$ cat src/hdl/aoc_pkg.sv
// Shared constants and types of the shake level detector.
`timescale 1ns / 1ps
`default_nettype none

package aoc_pkg;

   localparam int CAL_LOG2_DEFAULT    = 10;
   localparam int NUM_SENSORS_DEFAULT = 2;
   localparam int ACCEL_W             = 16;
   localparam int THRESH_W            = 54;
   localparam int CSR_IDX_W           = 2;

   localparam logic [CSR_IDX_W-1:0] REG_THRESH_HIGH = 2'd0;
   localparam logic [CSR_IDX_W-1:0] REG_THRESH_MID  = 2'd1;
   localparam logic [CSR_IDX_W-1:0] REG_THRESH_LOW  = 2'd2;

   localparam logic [THRESH_W-1:0] THRESH_HIGH_RESET = 54'd11258999068426;
   localparam logic [THRESH_W-1:0] THRESH_MID_RESET  = 54'd2814749767106;
   localparam logic [THRESH_W-1:0] THRESH_LOW_RESET  = 54'd112589990684;

   localparam logic [1:0] LEVEL_QUIET = 2'd0;
   localparam logic [1:0] LEVEL_LOW   = 2'd1;
   localparam logic [1:0] LEVEL_MID   = 2'd2;
   localparam logic [1:0] LEVEL_HIGH  = 2'd3;

   localparam logic [2:0] ALARM_QUIET   = 3'd0;
   localparam logic [2:0] ALARM_S0_MAX  = 3'd3;
   localparam logic [2:0] ALARM_S1_BASE = 3'd3;
   localparam logic [2:0] ALARM_S1_MIN  = 3'd4;
   localparam logic [2:0] ALARM_S1_MAX  = 3'd6;

   typedef struct packed {
      logic [THRESH_W-1:0] high;
      logic [THRESH_W-1:0] mid;
      logic [THRESH_W-1:0] low;
   } thresh_type;

endpackage

`default_nettype wire

$ cat src/hdl/aoc_sq.sv
// Squares of the three differences and their sum, two pipeline stages.
`timescale 1ns / 1ps
`default_nettype none

module aoc_sq
   import aoc_pkg::*;
#(
   parameter int CAL_LOG2 = CAL_LOG2_DEFAULT,
   localparam int DIFF_W  = ACCEL_W + CAL_LOG2,
   localparam int SQ_W    = 2 * DIFF_W,
   localparam int MAG_W   = SQ_W + 2
) (
   input  wire                clock,
   input  wire                reset,
   input  wire                in_valid,
   output logic               in_ready,
   input  wire                in_sensor,
   input  wire [DIFF_W-1:0]   in_dx,
   input  wire [DIFF_W-1:0]   in_dy,
   input  wire [DIFF_W-1:0]   in_dz,
   output logic               out_valid,
   input  wire                out_ready,
   output logic               out_sensor,
   output logic [MAG_W-1:0]   out_mag
);

   logic [SQ_W-1:0]  sq_in [3];
   logic [SQ_W-1:0]  sq_ff [3];
   logic             sens_a_ff;
   logic             valid_a_ff;
   logic             valid_a_in;
   logic             ready_a;
   logic [MAG_W-1:0] mag_in;
   logic [MAG_W-1:0] mag_ff;
   logic             sens_b_ff;
   logic             valid_b_ff;
   logic             valid_b_in;
   logic             ready_b;

   assign ready_b  = !valid_b_ff || out_ready;
   assign ready_a  = !valid_a_ff || ready_b;
   assign in_ready = ready_a;

   assign sq_in[0] = SQ_W'(in_dx) * SQ_W'(in_dx);
   assign sq_in[1] = SQ_W'(in_dy) * SQ_W'(in_dy);
   assign sq_in[2] = SQ_W'(in_dz) * SQ_W'(in_dz);

   assign mag_in = MAG_W'(sq_ff[0]) + MAG_W'(sq_ff[1]) + MAG_W'(sq_ff[2]);

   assign valid_a_in = ready_a ? in_valid : valid_a_ff;
   assign valid_b_in = ready_b ? valid_a_ff : valid_b_ff;

   always_ff @(posedge clock) begin
      if (reset) begin
         valid_a_ff <= 1'b0;
         valid_b_ff <= 1'b0;
      end else begin
         valid_a_ff <= valid_a_in;
         valid_b_ff <= valid_b_in;
      end
   end

   always_ff @(posedge clock) begin
      if (in_valid && ready_a) begin
         sq_ff     <= sq_in;
         sens_a_ff <= in_sensor;
      end
      if (valid_a_ff && ready_b) begin
         mag_ff    <= mag_in;
         sens_b_ff <= sens_a_ff;
      end
   end

   assign out_valid  = valid_b_ff;
   assign out_sensor = sens_b_ff;
   assign out_mag    = mag_ff;

endmodule

`default_nettype wire

$ cat config.mk
export PLATFORM = sky130hd
export DESIGN_NAME = aoc_sq
export DESIGN_NICKNAME = d
export VERILOG_FILES = /design/src/hdl/aoc_pkg.sv /design/src/hdl/aoc_sq.sv
export SDC_FILE = /design/constraint.sdc
export NUM_CORES = 2
export LEC_CHECK = 0
export CAP_MARGIN = 20
export CORE_MARGIN = 4
export CORE_UTILIZATION = 51
export CTS_BUF_LIST = sky130_fd_sc_hd__clkbuf_4 sky130_fd_sc_hd__clkbuf_8 sky130_fd_sc_hd__clkbuf_16
export CTS_CLUSTER_DIAMETER = 150
export DETAILED_ROUTE_END_ITERATION = 10
export DONT_BUFFER_PORTS = 1
export PLACE_DENSITY = 0.63
export SLEW_MARGIN = 30
export SYNTH_ARGS = -nofsm -noshare
export SYNTH_HDL_FRONTEND = slang
export SYNTH_SLANG_ARGS = --single-unit
$ cat constraint.sdc
create_clock -name clock -period 16.4 [get_ports clock]
set_input_delay 0.82 -clock clock [delete_from_list [all_inputs] [get_ports clock]]
set_output_delay 0.82 -clock clock [all_outputs]
set_load 0.02 [all_outputs]
==> metrics.cfg <==
[finish]
final_layout_size_suffix_gt1_share_pct = 1.53
final_common_cell = inv_1
final_cell_mix = inv_1, fa_1, ha_1
syn_to_final_growth_pct = 3.18
layout.nets = 9233

[global_route]
grt_antenna_before_repair = 7
grt_pass1_wl_um = 274000
grt_max_degree = 78
grt-ovfl-total = 0
grt_use_total_pct = 24.7
grt_pass1_vias = 50400

[logic_synthesis]
yosysTopAreaCell = fa_1
ys_warn_count = 0
yosysTopAreaCellShare_pct = 46.7
syn-instance-count = 7099
synth_cell_types = 90
synth_flop_cell = edfxtp_1
synth_edf_count = 209
avgSynthCellArea_um2 = 9.61
ys_ff_latch = 211
netlist_area_um2 = 68200
async_flop_share_pct = 0
ys_seq_area_share_pct = 9.26
synth_area_leaders = fa_1, inv_1, ha_1

[route]
first_pass_iters = 7
first_iter_violations = 2380
viasPerCell = 5.23
via_count = 45400
post-route-drc-count = 0
wl_um = 167000
post_drt_wl_per_cell_um = 19.3
detail-route-antenna-nets = 0

[floorplan]
fp.dieW_um = 374
design.die.area_um2 = 140000
dieHeight_um = 374
fp.coreArea_um2 = 132000
initial_core_util_pct = 51.6
row_count = 133
io_pins = 140

[run]
maxCapViolations = 0

[worst_setup_path]
cp_slowest_stage_delay_ps = 600
cp.required_ps = 16660
endpoint_kind = flip-flop
criticalPathCategory = in2reg
critPathSlowestCell = fa_1
setup.worst_path.start_class = input pin
worstPathArrival_ps = 7520
worstPathMaxFanout = 22

[cts]
cts.repair.resized = 0
cts_tree = built
clk_pin_slew_worst_paths_ps = 70
holdBufCountCts = 0
cts_buffer_depth = 3
cts_root_buf = clkbuf_16
cts.sinks = 211
insertion_delay_ps = 520
cts_buffers = 21
htreeDepth = 1
cts_setup_buffers = 0

[timing]
grt_setup_unrepaired = false
worstMarginPinSlew_ps = 1030
timing.slew.headroom_pct = 30.6
setup_slack_ps = 9140
hold_violations = 0
setup_violations = 0
fin_skew_ps = 16.1
finalMaxSlewViolations = 0
finalCritPeriodShare_pct = 44.3
max_clock_freq_ghz = 0.138
period_minus_slack_ps = 7260
setup_tns_ps = 0
timing.hold.ws_ps = 366

[outcome]
status = finished, final reports clean

[placed_design]
place.gp.congestion = 0.901
hpwl_um = 139000
numPortBuffers = 0
pre_cts_slack_ps = 8660

[min_path]
min_path_type = in2reg

metal layers:
| layer | wire, µm | GRT usage [%] | share of wire (%) | up-vias |
|---|---|---|---|---|
| met5 | 0 | 0 | 0 | - |
| met1 | 71900 | 34.5 | 43 | 23500 |
| met2 | 82000 | 42.2 | 49 | 1180 |
| met4 | 3700 | 4.54 | 2.2 | 0 |
| li1 | - | - | - | 20600 |
| met3 | 9830 | 2.97 | 5.9 | 207 |
Yosys cell counts, drive strengths merged, types with 4 or more instances:
cell type	number
a2111oi	4
a211oi	23
a21boi	7
a21o	104
a21oi	240
a31oi	25
and2	422
and3	24
buf	11
clkbuf	195
edfxtp	209
fa	1591
ha	638
inv	2135
nand2	634
nand2b	15
nand3	40
nand4	37
nor2	178
nor2b	44
nor3	15
nor3b	5
o211ai	12
o21a	12
o21ai	127
o21bai	31
o31a	5
o31ai	13
or2	11
or3	4
xnor2	150
xor2	76
path summary, 6_finish.rpt:
path,startpoint,to,slack (ps),cells after the start
worst max-delay path,in_dz[10],sq_ff[48]$_DFFE_PP_,9140,25
worst min-delay path,reset,out_valid$_SDFFE_PP0P_,370,1
worst max register to register,sq_ff[6]$_DFFE_PP_,out_mag[52]$_DFFE_PP_,12080,11
worst min register to register,sens_a_ff$_DFFE_PP_,out_sensor$_DFFE_PP_,420,0
cell type report:
type	count	area, µm²
diodes	3	7.51
clock buffers	24	554
clock inverters	14	164
fillers	12000	61800
inverters	2135	8010
multi-input cells	4549	53100
flip-flops and latches	211	6320
well taps	1755	2200
repair buffers	3	26.3
critical path, delay by kind of cell:
| family | cells | cell delay [ps] |
|---|---|---|
| AOI/OAI and AO/OA | 6 | 1540 |
| xor gates and xnor gates | 1 | 140 |
| buffers and inverters | 7 | 570 |
| adders and majority gates | 8 | 3940 |
| and+or+nand+nor | 3 | 510 |
flip-flops by register name, summed over array words and instances, names as in the netlist:
signal / count
sq_ff: 153
out_sensor: 1
sens_a_ff: 1
out_valid: 1
out_mag: 54
valid_a_ff: 1
cell families (layout without fill, tap and decap cells):
kind of cell	after synthesis	in the layout	share of synthesized area, %
buffers and inverters	2341	2176	12.9
adder cells (fa/ha/maj)	2229	2229	58.4
AND/OR/NAND/NOR	1440	1440	10.2
AO/OA/AOI/OAI	645	645	6.19
XOR/XNOR	226	226	2.90
flip-flops	211	211	9.26
multiplexers	6	6	0.0936
other	1	6	0.00550
per-stage QoR:
step	instance area [µm²]	utilization, %	std cells
2_1_floorplan	68200	-	7101
3_3_place_gp	69600	52.7	8653
3_5_place_dp	69600	52.7	8653
4_1_cts	70300	53.2	8691
5_1_grt	70300	53.2	8691
6_report	70400	53.2	8694
Power is left out: the tool's default activity adds up to more than one toggle a clock period on the data nets, which glitch-free logic cannot reach.
