## src/hdl/aoc_pkg.sv

```systemverilog
// Shared constants and types of the shake level detector.
`timescale 1ns / 1ps
`default_nettype none

package aoc_pkg;

   localparam int CAL_LOG2_DEFAULT    = 10;
   localparam int NUM_SENSORS_DEFAULT = 2;
   localparam int ACCEL_W             = 16;
   localparam int THRESH_W            = 54;
   localparam int CSR_IDX_W           = 2;

   localparam logic [CSR_IDX_W-1:0] REG_THRESH_HIGH = 2'd0;
   localparam logic [CSR_IDX_W-1:0] REG_THRESH_MID  = 2'd1;
   localparam logic [CSR_IDX_W-1:0] REG_THRESH_LOW  = 2'd2;

   localparam logic [THRESH_W-1:0] THRESH_HIGH_RESET = 54'd11258999068426;
   localparam logic [THRESH_W-1:0] THRESH_MID_RESET  = 54'd2814749767106;
   localparam logic [THRESH_W-1:0] THRESH_LOW_RESET  = 54'd112589990684;

   localparam logic [1:0] LEVEL_QUIET = 2'd0;
   localparam logic [1:0] LEVEL_LOW   = 2'd1;
   localparam logic [1:0] LEVEL_MID   = 2'd2;
   localparam logic [1:0] LEVEL_HIGH  = 2'd3;

   localparam logic [2:0] ALARM_QUIET   = 3'd0;
   localparam logic [2:0] ALARM_S0_MAX  = 3'd3;
   localparam logic [2:0] ALARM_S1_BASE = 3'd3;
   localparam logic [2:0] ALARM_S1_MIN  = 3'd4;
   localparam logic [2:0] ALARM_S1_MAX  = 3'd6;

   typedef struct packed {
      logic [THRESH_W-1:0] high;
      logic [THRESH_W-1:0] mid;
      logic [THRESH_W-1:0] low;
   } thresh_type;

endpackage

`default_nettype wire

```

## src/hdl/aoc_cls.sv

```systemverilog
// Threshold comparison, alarm coding and the result register.
`timescale 1ns / 1ps
`default_nettype none

module aoc_cls
   import aoc_pkg::*;
#(
   parameter int CAL_LOG2 = CAL_LOG2_DEFAULT,
   localparam int MAG_W   = 2 * (ACCEL_W + CAL_LOG2) + 2,
   localparam int SHIFT   = 2 * CAL_LOG2 - 20
) (
   input  wire               clock,
   input  wire               reset,
   input  wire thresh_type   thresh,
   input  wire               in_valid,
   output logic              in_ready,
   input  wire               in_sensor,
   input  wire [MAG_W-1:0]   in_mag,
   output logic              out_valid,
   input  wire               out_ready,
   output logic [2:0]        out_code,
   output logic              out_sensor
);

   logic [MAG_W-1:0] high_s;
   logic [MAG_W-1:0] mid_s;
   logic [MAG_W-1:0] low_s;
   logic [1:0]       level;
   logic [2:0]       code_in;
   logic [2:0]       code_ff;
   logic             sensor_ff;
   logic             valid_ff;
   logic             valid_in;

   // Bring the thresholds onto the scale of the squared sum; scaling down floors.
   if (SHIFT >= 0) begin : g_scale_up
      assign high_s = MAG_W'(thresh.high) << SHIFT;
      assign mid_s  = MAG_W'(thresh.mid) << SHIFT;
      assign low_s  = MAG_W'(thresh.low) << SHIFT;
   end else begin : g_scale_down
      localparam int DOWN = -SHIFT;
      assign high_s = MAG_W'(thresh.high >> DOWN);
      assign mid_s  = MAG_W'(thresh.mid >> DOWN);
      assign low_s  = MAG_W'(thresh.low >> DOWN);
   end

   // Tested from the top down, whatever order the thresholds are programmed in.
   always_comb begin
      if (in_mag > high_s) begin
         level = LEVEL_HIGH;
      end else if (in_mag > mid_s) begin
         level = LEVEL_MID;
      end else if (in_mag > low_s) begin
         level = LEVEL_LOW;
      end else begin
         level = LEVEL_QUIET;
      end
   end

   always_comb begin
      if (in_sensor && (level != LEVEL_QUIET)) begin
         code_in = {1'b0, level} + ALARM_S1_BASE;
      end else begin
         code_in = {1'b0, level};
      end
   end

   assign in_ready = !valid_ff || out_ready;
   assign valid_in = in_ready ? in_valid : valid_ff;

   always_ff @(posedge clock) begin
      if (reset) begin
         valid_ff <= 1'b0;
      end else begin
         valid_ff <= valid_in;
      end
   end

   always_ff @(posedge clock) begin
      if (in_valid && in_ready) begin
         code_ff   <= code_in;
         sensor_ff <= in_sensor;
      end
   end

   assign out_valid  = valid_ff;
   assign out_code   = code_ff;
   assign out_sensor = sensor_ff;

endmodule

`default_nettype wire

```

## config.mk

```make
export PLATFORM = sky130hd
export DESIGN_NAME = aoc_cls
export DESIGN_NICKNAME = d
export VERILOG_FILES = /design/src/hdl/aoc_pkg.sv /design/src/hdl/aoc_cls.sv
export SDC_FILE = /design/constraint.sdc
export NUM_CORES = 1
export LEC_CHECK = 0
export ABC_CLOCK_PERIOD_IN_PS = 3150
export BUFFER_PORTS_ARGS = -buffer_cell sky130_fd_sc_hd__buf_4
export CAP_MARGIN = 20
export CORE_MARGIN = 3
export CORE_UTILIZATION = 25
export DETAILED_ROUTE_END_ITERATION = 8
export PLACE_DENSITY = 0.49
export SETUP_SLACK_MARGIN = 0.3
export SYNTH_ARGS = -nofsm -noshare
export SYNTH_HDL_FRONTEND = slang
export SYNTH_SLANG_ARGS = --single-unit
```

## constraint.sdc

```tcl
create_clock -name clock -period 3.15 [get_ports clock]
set_clock_uncertainty 0.15 [all_clocks]
set_input_delay 0.1575 -clock clock [delete_from_list [all_inputs] [get_ports clock]]
set_output_delay 0.1575 -clock clock [all_outputs]
set_load 0.01 [all_outputs]
```

==> out/metrics.yaml <==
synthesis:
  synth_area_leader_cell: "ha_1"
  yosysTopAreaCellShare_pct: 47.3
  yosysSeqAreaShare_pct: 3.23
  synth_warnings: 0
  synthTopCellsByArea: "ha_1, inv_1, a21oi_1"
  synth_fp_nets: 981
  synth-edff-count: 4
  synth_area_sq_um: 4340
  synth_common_cells: "inv_1, ha_1, a21oi_1"
  yosys.cell_count.top_type: "inv_1"
  ys_ff_latch: 5
  ys_async_sr_fraction_pct: 0
  ys_dominant_reg_cell: "edfxtp_1"
  avgSynthCellArea_sq_um: 7.27
  post_synth_num_cell_types: 40
  syn-instance-count: 596
grt:
  antenna_found_initial: 0
  busiest_layer: "met2"
  grt_max_degree: 5
  grt_use_met1_pct: 19.7
  grt.overflow.total: 0
  use_met3_pct: 2.56
  grtUsageTotal_pct: 14.8
  grt_pass1_vias: 4724
  use_met2_pct: 25.9
  grt_pass1_wl_um: 22600
routing:
  routedWlPerCell_um: 14.1
  first_pass_iters: 4
  avgViaCountPerCell: 4.45
  drc: 0
  ant_nets: 0
  drt_iter0_drc: 129
  vias: 4708
  wl_um: 14900
worst_setup_path:
  critPathKind: "in -> reg"
  cp_top_family: "simple AND/OR/NAND/NOR gates"
  start_kind: "input port"
  worstPathArrival_ns: 2.48
  crit_fanout: 3
  slowest_stage: "ha_1"
  cp.required_ns: 2.96
  crit_chain: "buf_4 > ha_1 > nand4_2 > nor4_4 > and4_4 > and4_4 > a21oi_2 > o32ai_4 > inv_2 > ha_1 > nand2b_4 > xnor2_1"
  max_stage_delay_ns: 0.32
  endpoint_kind: "flop"
  cp.buffers_inverters: 2
clock_network:
  cts_sinks: 5
  htreeDepth: 1
  clk_path_buf_depth: 2
  numCtsBuffers: 3
  clk_pin_slew_worst_paths_ns: 0.03
  clockRootBuffer: "clkbuf_16"
  cts_tree: "built"
  clk_latency_ns: 0.22
timing:
  clock.fmax_mhz: 375
  hold_viol: 0
  worst_pin_slew_ns: 0.408
  setup_viol_count_final: 0
  finalCritPeriodShare_pct: 84.6
  slew_violations: 0
  relSlewSlack_pct: 72.5
  min_period_ns: 2.66
  rsz0062_at_grt: "false"
pwr:
  irDropWorstVdd_mv: 0.181
  p_leak_nw: 3.93
  sequentialPowerShare_pct: 7.9
  p_per_area_nw_per_um2: 164
  pwr-share-comb_pct: 73.0
  p_int_w: 0.000676
  power.switching_w: 0.000405
  swShare_pct: 37.5
  power_frac_clock_pct: 19.0
  totalPowerFinal_w: 0.00108
die:
  num_rows: 47
  die_h_um: 138
  die_x_um: 138
  num_io_pins: 227
  die-area_sq_um: 19000
  core-area_sq_um: 16800
  start_util_pct: 25.9
cells_and_area:
  num-fill-cells: 1771
  drive_gt1_share_pct: 31.5
  design_area_sq_um: 6580
  antenna_cells: 0
  synthToLayoutAreaGrowth_pct: 51.7
  final_nets: 1225
placed_design:
  gp_congestion: 0.810
  io_buffers: 226
  dp_hpwl_um: 13900
  placed_area_sq_um: 6350
flow_run:
  timing.max_cap.violations: 0
outcome:
  outcome: "completed"
hold_path:
  hold_path.class: "in -> reg"
==> flip-flops by register name (all words and copies together) (netlist names) <==
signal and cells:
out_code 3, out_sensor 1, out_valid 1
==> layer usage <==
| metal | wire length, um | vias to the layer above |
|---|---|---|
| met5 | 0 | - |
| met4 | 57 | 0 |
| met3 | 1110 | 4 |
| met2 | 6890 | 144 |
| met1 | 6870 | 1993 |
| li1 | - | 2567 |
==> worst paths after layout <==
path | depth (start not counted) | slack [ns] | to | from
setup / recovery | 12 | 0.49 | out_code[0]$_DFFE_PP_ | in_mag[49]
hold / removal | 3 | 0.03 | out_valid$_SDFFE_PP0N_ | in_valid
hold reg to reg | 2 | 0.38 | out_valid$_SDFFE_PP0N_ | out_valid$_SDFFE_PP0N_
setup reg to reg | 2 | 2.05 | out_code[1]$_DFFE_PP_ | out_valid$_SDFFE_PP0N_
==> placed cells by master, fill, tap and decap left out, types with 2 or more instances in the layout <==
master and n:
o211ai_1 4, nor4_2 2, clkbuf_16 3, o21ai_0 15, and4_1 8, nand4_2 2, nor3_1 4, o21ai_1 2
a21boi_0 4, and4_4 2, a21oi_2 5, nand2b_1 3, buf_4 237, ha_1 163, edfxtp_1 4, nor2b_1 2
inv_1 164, nor2_1 17, nand4_1 26, and3_2 2, a221oi_1 3, nor4_4 2, a21oi_1 61, nand3_1 20
a211oi_1 4, a21o_1 12, and2_1 2, a221o_1 2, dlygate4sd3_1 2, o31ai_1 4, nand2_1 37
==> stage by stage <==
step | cells | hold slack (ns) | setup TNS [ns] | utilization [%] | setup WS (ns)
floorplan | 596 | 0.0766 | 0 | - | 0.461
global placement | 1048 | 0.166 | 0 | 37.9 | 0.0908
detailed placement | 1048 | 0.166 | -0.0250 | 37.9 | -0.0140
CTS | 1054 | 0.0332 | 0 | 38.6 | 0.315
global route | 1059 | 0.0595 | 0 | 39.2 | 0.320
finish | 1059 | 0.0347 | 0 | 39.2 | 0.486
==> final cells by class <==
class	count	area, sq um	share of cell area [%]
clock buffers	4	78.8	1.20
inverters	165	619	9.42
multi-input cells	426	3660	55.7
flip-flops and latches	5	140	2.13
well taps	220	275	4.19
repair buffers	239	1800	27.4
==> repair_timing <==
item | 4_1_cts | 5_1_grt
buffers inserted | 0 | 5
resized for setup | 5 | 12
setup endpoints to repair | 2 | 3
pin swaps | 2 | 10
hold buffers | 2 | 0
hold endpoints to repair | 2 | 0
==> worst min-delay path, cell delays in order <==
cell and delay, ns:
buf_4 0.11, inv_1 0.04, a21oi_1 0.05
==> power groups by stage <==
| stage | clock network, W | registers, W | logic (W) |
|---|---|---|---|
| 3_3_place_gp | 0 | 0.0000868 | 0.000765 |
| 3_5_place_dp | 0 | 0.0000868 | 0.000767 |
| 4_1_cts | 0.000205 | 0.0000859 | 0.000779 |
| 2_1_floorplan | 0 | 0.0000916 | 0.000391 |
| 5_1_grt | 0.000211 | 0.0000869 | 0.000911 |
| 6_report | 0.000206 | 0.0000858 | 0.000789 |
==> cell families (layout without fill, tap and decap cells) <==
group	count (synthesis)	count (layout)	synth area share [%]
mux	1	1	0.231
flops	5	5	3.23
simple gates	134	134	16.5
buf+inv	165	408	14.3
xor+xnor	1	1	0.202
fa+ha+maj	164	164	47.3
compound gates	126	126	18.2
(Power assumes the default switching activity.)
